File: src/design/slhd_pkg.sv
`timescale 1ns / 1ps
`default_nettype none

package slhd_pkg;

	// storage and field widths
	localparam int NUM_CPUS_DEFAULT = 8;
	localparam int CPU_W            = 3;
	localparam int MODE_W           = 3;
	localparam int NOW_W            = 64;
	localparam int SEC_SHIFT        = 30;
	localparam int SEC_W            = 34;
	localparam int TICK_W           = 32;
	localparam int THR_W            = 12;
	localparam int APB_DATA_W       = 32;
	localparam int APB_ADDR_W       = 4;

	// register reset values
	localparam logic             WATCHDOG_ON_RST    = 1'b1;
	localparam logic [THR_W-1:0] SOFT_THRESHOLD_RST = 12'd60;
	localparam logic             SOFT_PANIC_RST     = 1'b0;
	localparam logic             HARD_PANIC_RST     = 1'b0;

	typedef enum logic [MODE_W-1:0] {
		MODE_TICK         = 3'd0,
		MODE_THREAD_TOUCH = 3'd1,
		MODE_TOUCH_SOFT   = 3'd2,
		MODE_TOUCH_SYNC   = 3'd3,
		MODE_TOUCH_NMI    = 3'd4,
		MODE_TOUCH_ALL    = 3'd5,
		MODE_NMI_OVERFLOW = 3'd6
	} mode_t;

	typedef enum logic [1:0] {
		REG_WATCHDOG_ON    = 2'd0,
		REG_SOFT_THRESHOLD = 2'd1,
		REG_SOFT_PANIC     = 2'd2,
		REG_HARD_PANIC     = 2'd3
	} reg_idx_t;

	typedef struct packed {
		logic             watchdog_on;
		logic [THR_W-1:0] soft_threshold;
		logic             soft_panic;
		logic             hard_panic;
	} cfg_t;

	typedef struct packed {
		logic             soft_lockup;
		logic [SEC_W-1:0] stuck_seconds;
		logic             hard_lockup;
		logic             panic_request;
		logic             clock_tick_request;
	} res_t;

endpackage

`default_nettype wire

File: src/design/slhd_core.sv
`timescale 1ns / 1ps
`default_nettype none

module slhd_core #(
	parameter int NUM_CPUS = slhd_pkg::NUM_CPUS_DEFAULT
) (
	input  wire logic                          clk,
	input  wire logic                          arst_n,
	input  wire logic                          fire,
	input  wire slhd_pkg::mode_t               mode,
	input  wire logic [slhd_pkg::CPU_W-1:0]    cpu,
	input  wire logic [slhd_pkg::SEC_W-1:0]    now_sec,
	input  wire slhd_pkg::cfg_t                cfg,
	output slhd_pkg::res_t                     res
);

	localparam int IDX_W = (NUM_CPUS > 1) ? $clog2(NUM_CPUS) : 1;

	logic [slhd_pkg::SEC_W-1:0]  stamp_q   [NUM_CPUS];
	logic [slhd_pkg::TICK_W-1:0] tick_q    [NUM_CPUS];
	logic [slhd_pkg::TICK_W-1:0] seen_q    [NUM_CPUS];
	logic [NUM_CPUS-1:0]         sync_q;
	logic [NUM_CPUS-1:0]         nmi_sup_q;
	logic [NUM_CPUS-1:0]         soft_rep_q;
	logic [NUM_CPUS-1:0]         hard_rep_q;

	logic                        in_range;
	logic [IDX_W-1:0]            idx;
	logic [slhd_pkg::SEC_W-1:0]  stamp_cur;
	logic [slhd_pkg::TICK_W-1:0] tick_cur;
	logic [slhd_pkg::TICK_W-1:0] seen_cur;
	logic [slhd_pkg::SEC_W-1:0]  limit;
	logic [slhd_pkg::SEC_W-1:0]  diff;
	logic [slhd_pkg::SEC_W-1:0]  stuck;
	logic                        stamp_zero;
	logic                        overdue;

	assign in_range   = (int'(cpu) < NUM_CPUS);
	assign idx        = IDX_W'(cpu);
	assign stamp_cur  = stamp_q[idx];
	assign tick_cur   = tick_q[idx];
	assign seen_cur   = seen_q[idx];
	assign stamp_zero = (stamp_cur == '0);

	// wrap-aware age check: limit - now negative means past the threshold
	assign limit   = stamp_cur + slhd_pkg::SEC_W'(cfg.soft_threshold);
	assign diff    = limit - now_sec;
	assign overdue = diff[slhd_pkg::SEC_W-1];
	assign stuck   = now_sec - stamp_cur;

	always_comb begin
		res = '0;
		if (in_range) begin
			case (mode)
				slhd_pkg::MODE_TICK: begin
					if (stamp_zero) begin
						res.clock_tick_request = sync_q[idx];
					end else if (overdue && !soft_rep_q[idx]) begin
						res.soft_lockup   = 1'b1;
						res.stuck_seconds = stuck;
						res.panic_request = cfg.soft_panic;
					end
				end
				slhd_pkg::MODE_NMI_OVERFLOW: begin
					if (!nmi_sup_q[idx] && (seen_cur == tick_cur) && !hard_rep_q[idx]) begin
						res.hard_lockup   = 1'b1;
						res.panic_request = cfg.hard_panic;
					end
				end
				default: begin
				end
			endcase
		end
	end

	always_ff @(posedge clk or negedge arst_n) begin
		if (!arst_n) begin
			for (int i = 0; i < NUM_CPUS; i++) begin
				stamp_q[i] <= '0;
				tick_q[i]  <= '0;
				seen_q[i]  <= '0;
			end
			sync_q     <= '0;
			nmi_sup_q  <= '0;
			soft_rep_q <= '0;
			hard_rep_q <= '0;
		end else if (fire && in_range) begin
			case (mode)
				slhd_pkg::MODE_TICK: begin
					tick_q[idx] <= tick_cur + 32'd1;
					if (stamp_zero) begin
						sync_q[idx]  <= 1'b0;
						stamp_q[idx] <= now_sec;
					end else if (overdue) begin
						soft_rep_q[idx] <= 1'b1;
					end else begin
						soft_rep_q[idx] <= 1'b0;
					end
				end
				slhd_pkg::MODE_THREAD_TOUCH: begin
					stamp_q[idx] <= now_sec;
				end
				slhd_pkg::MODE_TOUCH_SOFT: begin
					stamp_q[idx] <= '0;
				end
				slhd_pkg::MODE_TOUCH_SYNC: begin
					sync_q[idx]  <= 1'b1;
					stamp_q[idx] <= '0;
				end
				slhd_pkg::MODE_TOUCH_NMI: begin
					if (cfg.watchdog_on) begin
						nmi_sup_q <= '1;
					end
					stamp_q[idx] <= '0;
				end
				slhd_pkg::MODE_TOUCH_ALL: begin
					for (int i = 0; i < NUM_CPUS; i++) begin
						stamp_q[i] <= '0;
					end
				end
				slhd_pkg::MODE_NMI_OVERFLOW: begin
					// a touch skips exactly one check
					if (nmi_sup_q[idx]) begin
						nmi_sup_q[idx] <= 1'b0;
					end else if (seen_cur == tick_cur) begin
						hard_rep_q[idx] <= 1'b1;
					end else begin
						seen_q[idx]     <= tick_cur;
						hard_rep_q[idx] <= 1'b0;
					end
				end
				default: begin
				end
			endcase
		end
	end

endmodule

`default_nettype wire

File: src/design/soft_hard_lockup_detector.sv
`timescale 1ns / 1ps
`default_nettype none

// per-cpu soft and hard lockup watchdog
// input channel (in_valid / in_stall) carries one event transaction: mode, cpu and
// the free-running clock now_ns; seconds are now_ns >> 30 (34 bits)
// output channel (out_valid / out_stall) returns exactly one result transaction per
// event: soft_lockup with stuck_seconds, hard_lockup, panic_request and
// clock_tick_request; quiet events return all zeros
// path: an accepted event is held in the input register, then its result is
// captured in the result register, which drives out_valid
// throughput: one event per cycle while the result side is not stalled; the
// per-cpu read-modify-write of the stamp, tick counter and flags is plain
// 34-bit add and subtract logic between the input register and the result
// register; state updates land at the same edge as the result, so the next event already sees them
// stall: while the result register is full and out_stall is high, the event in
// the input register waits and in_stall rises; nothing is dropped or repeated
// reset: arst_n clears all per-cpu state, empties both registers and restores
// the config registers (watchdog_on 1, soft_threshold 60, panics off)
// config: apb port, register i at byte address 4*i, pready always high; write
// only while no event is in flight
module soft_hard_lockup_detector #(
	parameter int NUM_CPUS = slhd_pkg::NUM_CPUS_DEFAULT
) (
	input  wire logic                                  clk,
	input  wire logic                                  arst_n,
	// event channel
	input  wire logic                                  in_valid,
	output logic                                       in_stall,
	input  wire logic [slhd_pkg::MODE_W-1:0]           mode,
	input  wire logic [slhd_pkg::CPU_W-1:0]            cpu,
	input  wire logic [slhd_pkg::NOW_W-1:0]            now_ns,
	// result channel
	output logic                                       out_valid,
	input  wire logic                                  out_stall,
	output logic                                       soft_lockup,
	output logic [slhd_pkg::SEC_W-1:0]                 stuck_seconds,
	output logic                                       hard_lockup,
	output logic                                       panic_request,
	output logic                                       clock_tick_request,
	// apb config port
	input  wire logic                                  psel,
	input  wire logic                                  penable,
	input  wire logic                                  pwrite,
	input  wire logic [slhd_pkg::APB_ADDR_W-1:0]       paddr,
	input  wire logic [slhd_pkg::APB_DATA_W-1:0]       pwdata,
	output logic [slhd_pkg::APB_DATA_W-1:0]            prdata,
	output logic                                       pready
);

	// config registers
	slhd_pkg::cfg_t             cfg_q;
	slhd_pkg::reg_idx_t         reg_sel;
	logic                       cfg_wr;

	// input register
	logic                       valid_s1;
	slhd_pkg::mode_t            mode_s1;
	logic [slhd_pkg::CPU_W-1:0] cpu_s1;
	logic [slhd_pkg::SEC_W-1:0] now_sec_s1;

	// result register
	logic                       out_valid_q;
	slhd_pkg::res_t             res_q;
	slhd_pkg::res_t             res_next;

	logic                       advance;
	logic                       fire;

	// ---------------------------------------------------------------------------
	// apb: writes complete in the access phase, reads are plain muxes
	// ---------------------------------------------------------------------------
	assign pready  = 1'b1;
	assign reg_sel = slhd_pkg::reg_idx_t'(paddr[3:2]);
	assign cfg_wr  = psel && penable && pwrite && pready;

	always_ff @(posedge clk or negedge arst_n) begin
		if (!arst_n) begin
			cfg_q.watchdog_on    <= slhd_pkg::WATCHDOG_ON_RST;
			cfg_q.soft_threshold <= slhd_pkg::SOFT_THRESHOLD_RST;
			cfg_q.soft_panic     <= slhd_pkg::SOFT_PANIC_RST;
			cfg_q.hard_panic     <= slhd_pkg::HARD_PANIC_RST;
		end else if (cfg_wr) begin
			case (reg_sel)
				slhd_pkg::REG_WATCHDOG_ON:    cfg_q.watchdog_on    <= pwdata[0];
				slhd_pkg::REG_SOFT_THRESHOLD: cfg_q.soft_threshold <= pwdata[slhd_pkg::THR_W-1:0];
				slhd_pkg::REG_SOFT_PANIC:     cfg_q.soft_panic     <= pwdata[0];
				slhd_pkg::REG_HARD_PANIC:     cfg_q.hard_panic     <= pwdata[0];
				default: begin
				end
			endcase
		end
	end

	always_comb begin
		case (reg_sel)
			slhd_pkg::REG_WATCHDOG_ON:    prdata = slhd_pkg::APB_DATA_W'(cfg_q.watchdog_on);
			slhd_pkg::REG_SOFT_THRESHOLD: prdata = slhd_pkg::APB_DATA_W'(cfg_q.soft_threshold);
			slhd_pkg::REG_SOFT_PANIC:     prdata = slhd_pkg::APB_DATA_W'(cfg_q.soft_panic);
			slhd_pkg::REG_HARD_PANIC:     prdata = slhd_pkg::APB_DATA_W'(cfg_q.hard_panic);
			default:                      prdata = '0;
		endcase
	end

	// ---------------------------------------------------------------------------
	// handshake: the input register moves on whenever the result register is
	// empty or being taken this cycle
	// ---------------------------------------------------------------------------
	assign advance  = !out_valid_q || !out_stall;
	assign fire     = valid_s1 && advance;
	assign in_stall = valid_s1 && !advance;

	always_ff @(posedge clk or negedge arst_n) begin
		if (!arst_n) begin
			valid_s1 <= 1'b0;
		end else if (!in_stall) begin
			valid_s1 <= in_valid;
		end
	end

	// event payload; only the seconds part of the clock is kept
	always_ff @(posedge clk) begin
		if (in_valid && !in_stall) begin
			mode_s1    <= slhd_pkg::mode_t'(mode);
			cpu_s1     <= cpu;
			now_sec_s1 <= now_ns[slhd_pkg::SEC_SHIFT +: slhd_pkg::SEC_W];
		end
	end

	// per-cpu state and the single-pass decision logic
	slhd_core #(
		.NUM_CPUS (NUM_CPUS)
	) u_core (
		.clk     (clk),
		.arst_n  (arst_n),
		.fire    (fire),
		.mode    (mode_s1),
		.cpu     (cpu_s1),
		.now_sec (now_sec_s1),
		.cfg     (cfg_q),
		.res     (res_next)
	);

	// ---------------------------------------------------------------------------
	// result register
	// ---------------------------------------------------------------------------
	always_ff @(posedge clk or negedge arst_n) begin
		if (!arst_n) begin
			out_valid_q <= 1'b0;
		end else if (advance) begin
			out_valid_q <= valid_s1;
		end
	end

	always_ff @(posedge clk) begin
		if (fire) begin
			res_q <= res_next;
		end
	end

	assign out_valid          = out_valid_q;
	assign soft_lockup        = res_q.soft_lockup;
	assign stuck_seconds      = res_q.stuck_seconds;
	assign hard_lockup        = res_q.hard_lockup;
	assign panic_request      = res_q.panic_request;
	assign clock_tick_request = res_q.clock_tick_request;

endmodule

`default_nettype wire

File: config.mk
export PLATFORM = sky130hd
export DESIGN_NAME = soft_hard_lockup_detector
export DESIGN_NICKNAME = d
export VERILOG_FILES = /design/src/design/slhd_pkg.sv /design/src/design/slhd_core.sv /design/src/design/soft_hard_lockup_detector.sv
export SDC_FILE = /design/constraint.sdc
export NUM_CORES = 2
export LEC_CHECK = 0
export BUFFER_PORTS_ARGS = -buffer_cell sky130_fd_sc_hd__clkbuf_2
export CORE_ASPECT_RATIO = 1.5
export CORE_MARGIN = 4
export CORE_UTILIZATION = 40
export DETAILED_ROUTE_END_ITERATION = 8
export HOLD_SLACK_MARGIN = 0.02
export SLEW_MARGIN = 20
export SYNTH_ARGS = -nofsm -noshare
export SYNTH_HDL_FRONTEND = slang
export SYNTH_HIERARCHICAL = 1
export SYNTH_SLANG_ARGS = --single-unit
File: constraint.sdc
create_clock -name clk -period 5.08 [get_ports clk]
set_input_delay 1.016 -clock clk [delete_from_list [all_inputs] [get_ports clk]]
set_output_delay 1.016 -clock clk [all_outputs]
set_load 0.02 [all_outputs]
; ---- After elaboration in Yosys (flattened, before gate mapping)
; Cells that the tools add are included.
[word_totals]
reg_bits = 911
input_bits = 113
wordCells = 159
[classes]
n_addsub = 4
magnitude_cmp = 4
eq_ne = 13
muxes = 41
bitwise_logic = 16
n_reduce_logical = 39
[ops]
columns = cell, count
row1 = $pmux 272 s4, 1
row2 = $bwmux 256, 2
row3 = $and 272x272->272, 1
row4 = $bwmux 272, 1
row5 = $mux 272, 1
row6 = $not 272->272, 1
row7 = $bmux 32 s3, 2
row8 = $mux 32, 5
row9 = $pmux 32 s4, 1
row10 = $bmux 34 s3, 1
row11 = $demux 34 s3, 1
row12 = $mux 34, 3
row13 = $demux 32 s3, 1
row14 = $sub 34x34->34, 2
row15 = $mux 8, 5
row16 = $mux 35, 1
row17 = $add 34x12->34, 1
row18 = $logic_not 34->1, 1
row19 = $add 32x1->32 const B, 1
row20 = $and 8x8->8, 4
row21 = $eq 32x32->1, 1
row22 = $pmux 8 s2, 2
row23 = $or 8x8->8, 3
row24 = $bmux 1 s3, 4
row25 = 30 further kinds, 71

; ---- Depth between registers and ports, before layout
[depth]
depth_word = 10
mapped_depth = 21
mapped_depth_nobuf = 17

; ---- Cells and area by module
; The synthesis kept the hierarchy.
[by_module_without_submodules]
columns = module, instances, cells_per_inst, area_each_um2, seq_area_each_um2
row1 = slhd_core, 1, 3458, 40934.3, 20419.6
row2 = soft_hard_lockup_detector, 1, 160, 3355.7, 2773.9

; ---- Worst setup path before layout
; OpenSTA, ideal clock, no wires.
[synth_timing]
path_kind = input to register
startpoint = in out_stall
endpoint = reg u_core/tick_q[197] in the netlist's numbering
arrival_ps = 5619
required_ps = 4955
path_slack_ps = -663
path_stages = 7
n_path_buf = 3
cell_sequence = a21boi_0 buf_2 and2_0 buf_1 nand2_1 clkbuf_1 mux2_2
[synth_between]
elab_chain_cells = 4
[synth_lines]
columns = item, line
row1 = "start, declared", soft_hard_lockup_detector.sv:35  ; input wire logic out_stall,
row2 = $logic_not 1->1, soft_hard_lockup_detector.sv:109  ; assign advance = !out_valid_q || !out_stall;
row3 = $logic_or 1x1->1, soft_hard_lockup_detector.sv:109
row4 = $logic_and 1x1->1, soft_hard_lockup_detector.sv:110  ; assign fire = valid_s1 && advance;
row5 = $reduce_and 2->1 (no source line), n/a
row6 = "end signal, assigned by index", slhd_core.sv:90  ; tick_q[idx] <= tick_cur + 32'd1;
row7 = "end, declared", slhd_core.sv:20  ; logic [slhd_pkg::TICK_W-1:0] tick_q [NUM_CPUS];
; No other way between the ends.
; A chain may end at the register's enable or synchronous reset.

; ---- Final worst setup path
[layout_timing]
startpoint = reg cpu_s1[0] in the netlist's numbering
endpoint = reg res_q, in the netlist stuck_seconds[16], data pin
[layout_between]
elab_chain_cells = 9
[layout_lines]
columns = item, line
row1 = "start, declared", soft_hard_lockup_detector.sv:59  ; logic [slhd_pkg::CPU_W-1:0] cpu_s1;
row2 = "start signal, assigned", soft_hard_lockup_detector.sv:125  ; cpu_s1 <= cpu;
row3 = $not 3->4 (not written as such), slhd_core.sv:40  ; assign stamp_cur = stamp_q[idx];
row4 = $bmux 34 s3, slhd_core.sv:40
row5 = $mux 34 (not written as such) (2 in a row), slhd_core.sv:40
row6 = $add 34x12->34, slhd_core.sv:46  ; assign limit = stamp_cur + slhd_pkg::SEC_W'(cfg.soft_threshold);
row7 = $sub 34x34->34, slhd_core.sv:47  ; assign diff = limit - now_sec;
row8 = $logic_and 1x1->1, slhd_core.sv:58  ; end else if (overdue && !soft_rep_q[idx]) begin
row9 = $not 1->1 (no source line), n/a
row10 = $reduce_or 3->1 (no source line), n/a
row11 = "end signal, assigned", soft_hard_lockup_detector.sv:157  ; res_q <= res_next;
row12 = "end, declared", soft_hard_lockup_detector.sv:64  ; slhd_pkg::res_t res_q;
; Several ways; a longest one is shown, not always the timed one. The select of a mux whose other input is x is not followed.

==> reports/metrics.yaml <==
status: "finished, final reports clean"
relSlewSlack_pct: 29.8
arrival_ns: 5.34
remaining_drc_errors: 0
yosysWarnings: 6
highest_layer: "met4"
grt_usage_pct: 22.9
worstSetupStartpointType: "register"
cts_tree: "built"
gp_congestion: 0.864
wirelength_mm: 134
ys_types: 86
reg2reg_to: "stuck_seconds[16]"
worstRegToRegCells: 16
seqPwrFrac_pct: 46.7
fin_crit_ns: 4.87
synth_area_mm2: 0.0443
ant_nets: 0
viasPerCell: 5.82
hold_viol: 0
switchingPower_mw: 4.72
synthTopCellsByArea: "dfrtp_1, mux2_2, o2bb2ai_1"
setup_viol: 0
cap_violations: 0
place_ws_ns: 0.0943
hpwl_mm: 87.6
finalPower_mw: 17.4
io_buffers: 112
cp.required_ns: 5.55
skew_ns: 0.0347
worstHoldPathType: "input pin to asynchronous set/reset pin"
min_period_over_period_pct: 95.8
clk_pin_slew_ns: 0.06
cts_root_buf: "clkbuf_16"
cts_max_level: 3
clock_power_share_pct: 38.7
ys_top_cells_by_count: "dfrtp_1, mux2_2, nand2_1"
grt-ovfl-total: 0
slew_violations: 0
cts.sinks: 911
ctsHoldBuffers: 0
synthCells: 3618
areaGrowthSynthToFinish_pct: 14.4
synth_seq_cells: 911
synth_edf_count: 78
clk_latency_ns: 0.69
num_rows: 149
synth_top_area_share_pct: 46.8
endpoint_kind: "register"
synth_ff_type: "dfrtp_1"
avgRoutedWirePerCell_um: 25.4
wl_met2_mm: 68.4
synth-seq-area-share_pct: 52.4
die_height_um: 416
async_flop_share_pct: 91.4
grt_pass1_vias: 32100
ir_worst_vdd_mv: 0.239
fmaxAchievable_mhz: 206
io_pins: 186
worstMarginPinSlew_ns: 1.05
power_density_mw_per_mm2: 343
holdWs_ns: 0.345
drive_gt1_share_pct: 26.3
switching_share_pct: 27.2
die_x_um: 280
path_class: "register to register"
cts_made_buffers: 89
synth_largest_area_cell: "dfrtp_1"
pwr-share-comb_pct: 14.6
grt_first_pass_wirelength_mm: 204
p_leak_nw: 23.4
wl_met3_mm: 6.13
setup_ws_ns: 0.214
cp_max_fo: 28
dieArea_mm2: 0.116
met1_length_mm: 51.9
r2r_start: "cpu_s1[0]"
core_mm2: 0.110
post-synth-top-count-cell: "dfrtp_1"
antenna_cells: 0
internal-power_mw: 12.7
antenna_found_initial: 1
detailroute.via_count: 30700
syn_avg_cell_area_um2: 12.2
start_util_pct: 40.3
grt_max_degree: 137
nets: 3987
firstDrtPassIters: 5
drt_iter0_drc: 2301
r2r_slack_ns: 0.21
clockBufferDepth: 3
layer usage:
| layer | vias up | GRT usage (%) |
|---|---|---|
| met5 | - | 0 |
| met1 | 15900 | 27.3 |
| met4 | 0 | 12.1 |
| li1 | 13600 | - |
| met2 | 956 | 40.5 |
| met3 | 318 | 2.51 |
how the worst max path moves through the flow:
stage / end / startpoint / depth (start not counted)
CTS: stuck_seconds[18] / cpu_s1[2] / 20
global route: stuck_seconds[18] / cpu_s1[0] / 20
finish: stuck_seconds[16] / cpu_s1[0] / 16
detailed placement: stuck_seconds[18] / cpu_s1[2] / 20
floorplan: u_core/tick_q[197] / out_stall / 7
global placement: stuck_seconds[18] / cpu_s1[2] / 20
critical path, cell delays in order, from the launching register on:
cell	delay, ns
edfxtp_1	0.46
buf_12	0.24
mux2i_1	0.20
nor2_1	0.07
or4_4	0.60
fa_1	0.46
ha_1	0.32
and4_1	0.23
a221o_1	0.39
o21ai_0	0.22
a31oi_1	0.12
buf_4	0.17
o21ai_0	0.28
xnor2_2	0.20
nand3_2	0.17
buf_12	0.19
nor4_1	0.31
power by group through the flow:
stage,sequential (mW),combinational (mW),clock [mW]
floorplan,8.17,1.59,0
global placement,8.22,2.50,0
detailed placement,8.23,2.53,0
CTS,8.10,2.54,6.84
global route,8.16,2.77,7.13
finish,8.11,2.54,6.72
layout by cell type (no fill, tap or decap), drive strengths merged, types with 20 or more instances in the layout:
cell type	instances
ha	88
mux2i	90
nor2b	20
a21o	36
a21oi	69
edfxtp	78
nand4	20
nor2	92
clkinv	20
o2bb2ai	277
xor2	44
dfrtp	828
nand3	31
xnor2	75
nand2	368
clkbuf	238
mux2	431
a22oi	38
inv	102
a221o	26
and2	30
o21ai	247
a221oi	47
conb	21
mux4	86
buf	213
sequential cells by signal (all words and copies together) (netlist names), 3 cells and up, named ones only:
signal            count
stuck_seconds        34
u_core/tick_q       256
u_core/nmi_sup_q      8
u_core/seen_q       256
cfg_q                15
cpu_s1                3
mode_s1               3
now_sec_s1           34
u_core/stamp_q      272
repair_timing:
item	in CTS	in global routing
gates resized for setup	0	9
setup buffers	0	1
setup endpoints to repair	0	36
metrics by stage:
stage                     TNS [ns]  utilization, %  area [um2]  instances
final                            0            46.1       50700       5275
after global routing       -0.0159            46.1       50700       5275
after CTS                        0            46.0       50600       5273
after detailed placement         0            43.3       47700       5115
after global placement           0            43.3       47700       5115
after floorplan                  0               -       44400       3637
cells by family after synthesis:
group,share of synthesized area [%]
flops,52.4
compound gates,13.8
simple gates,6.93
mux,17.5
buf+inv,4.03
xor+xnor,2.35
fa+ha+maj,3.03
other cells,0.0170
cell type report:
class / count / area, um2
Clock buffer: 126 / 2630
Clock inverter: 32 / 289
Fill cell: 9968 / 59300
Inverter: 94 / 353
Multi-Input combinational cell: 2353 / 19600
Sequential cell: 911 / 23200
Tap cell: 1434 / 1790
Timing Repair Buffer: 325 / 2850
No activity file was read; power rests on OpenSTA's default activity.
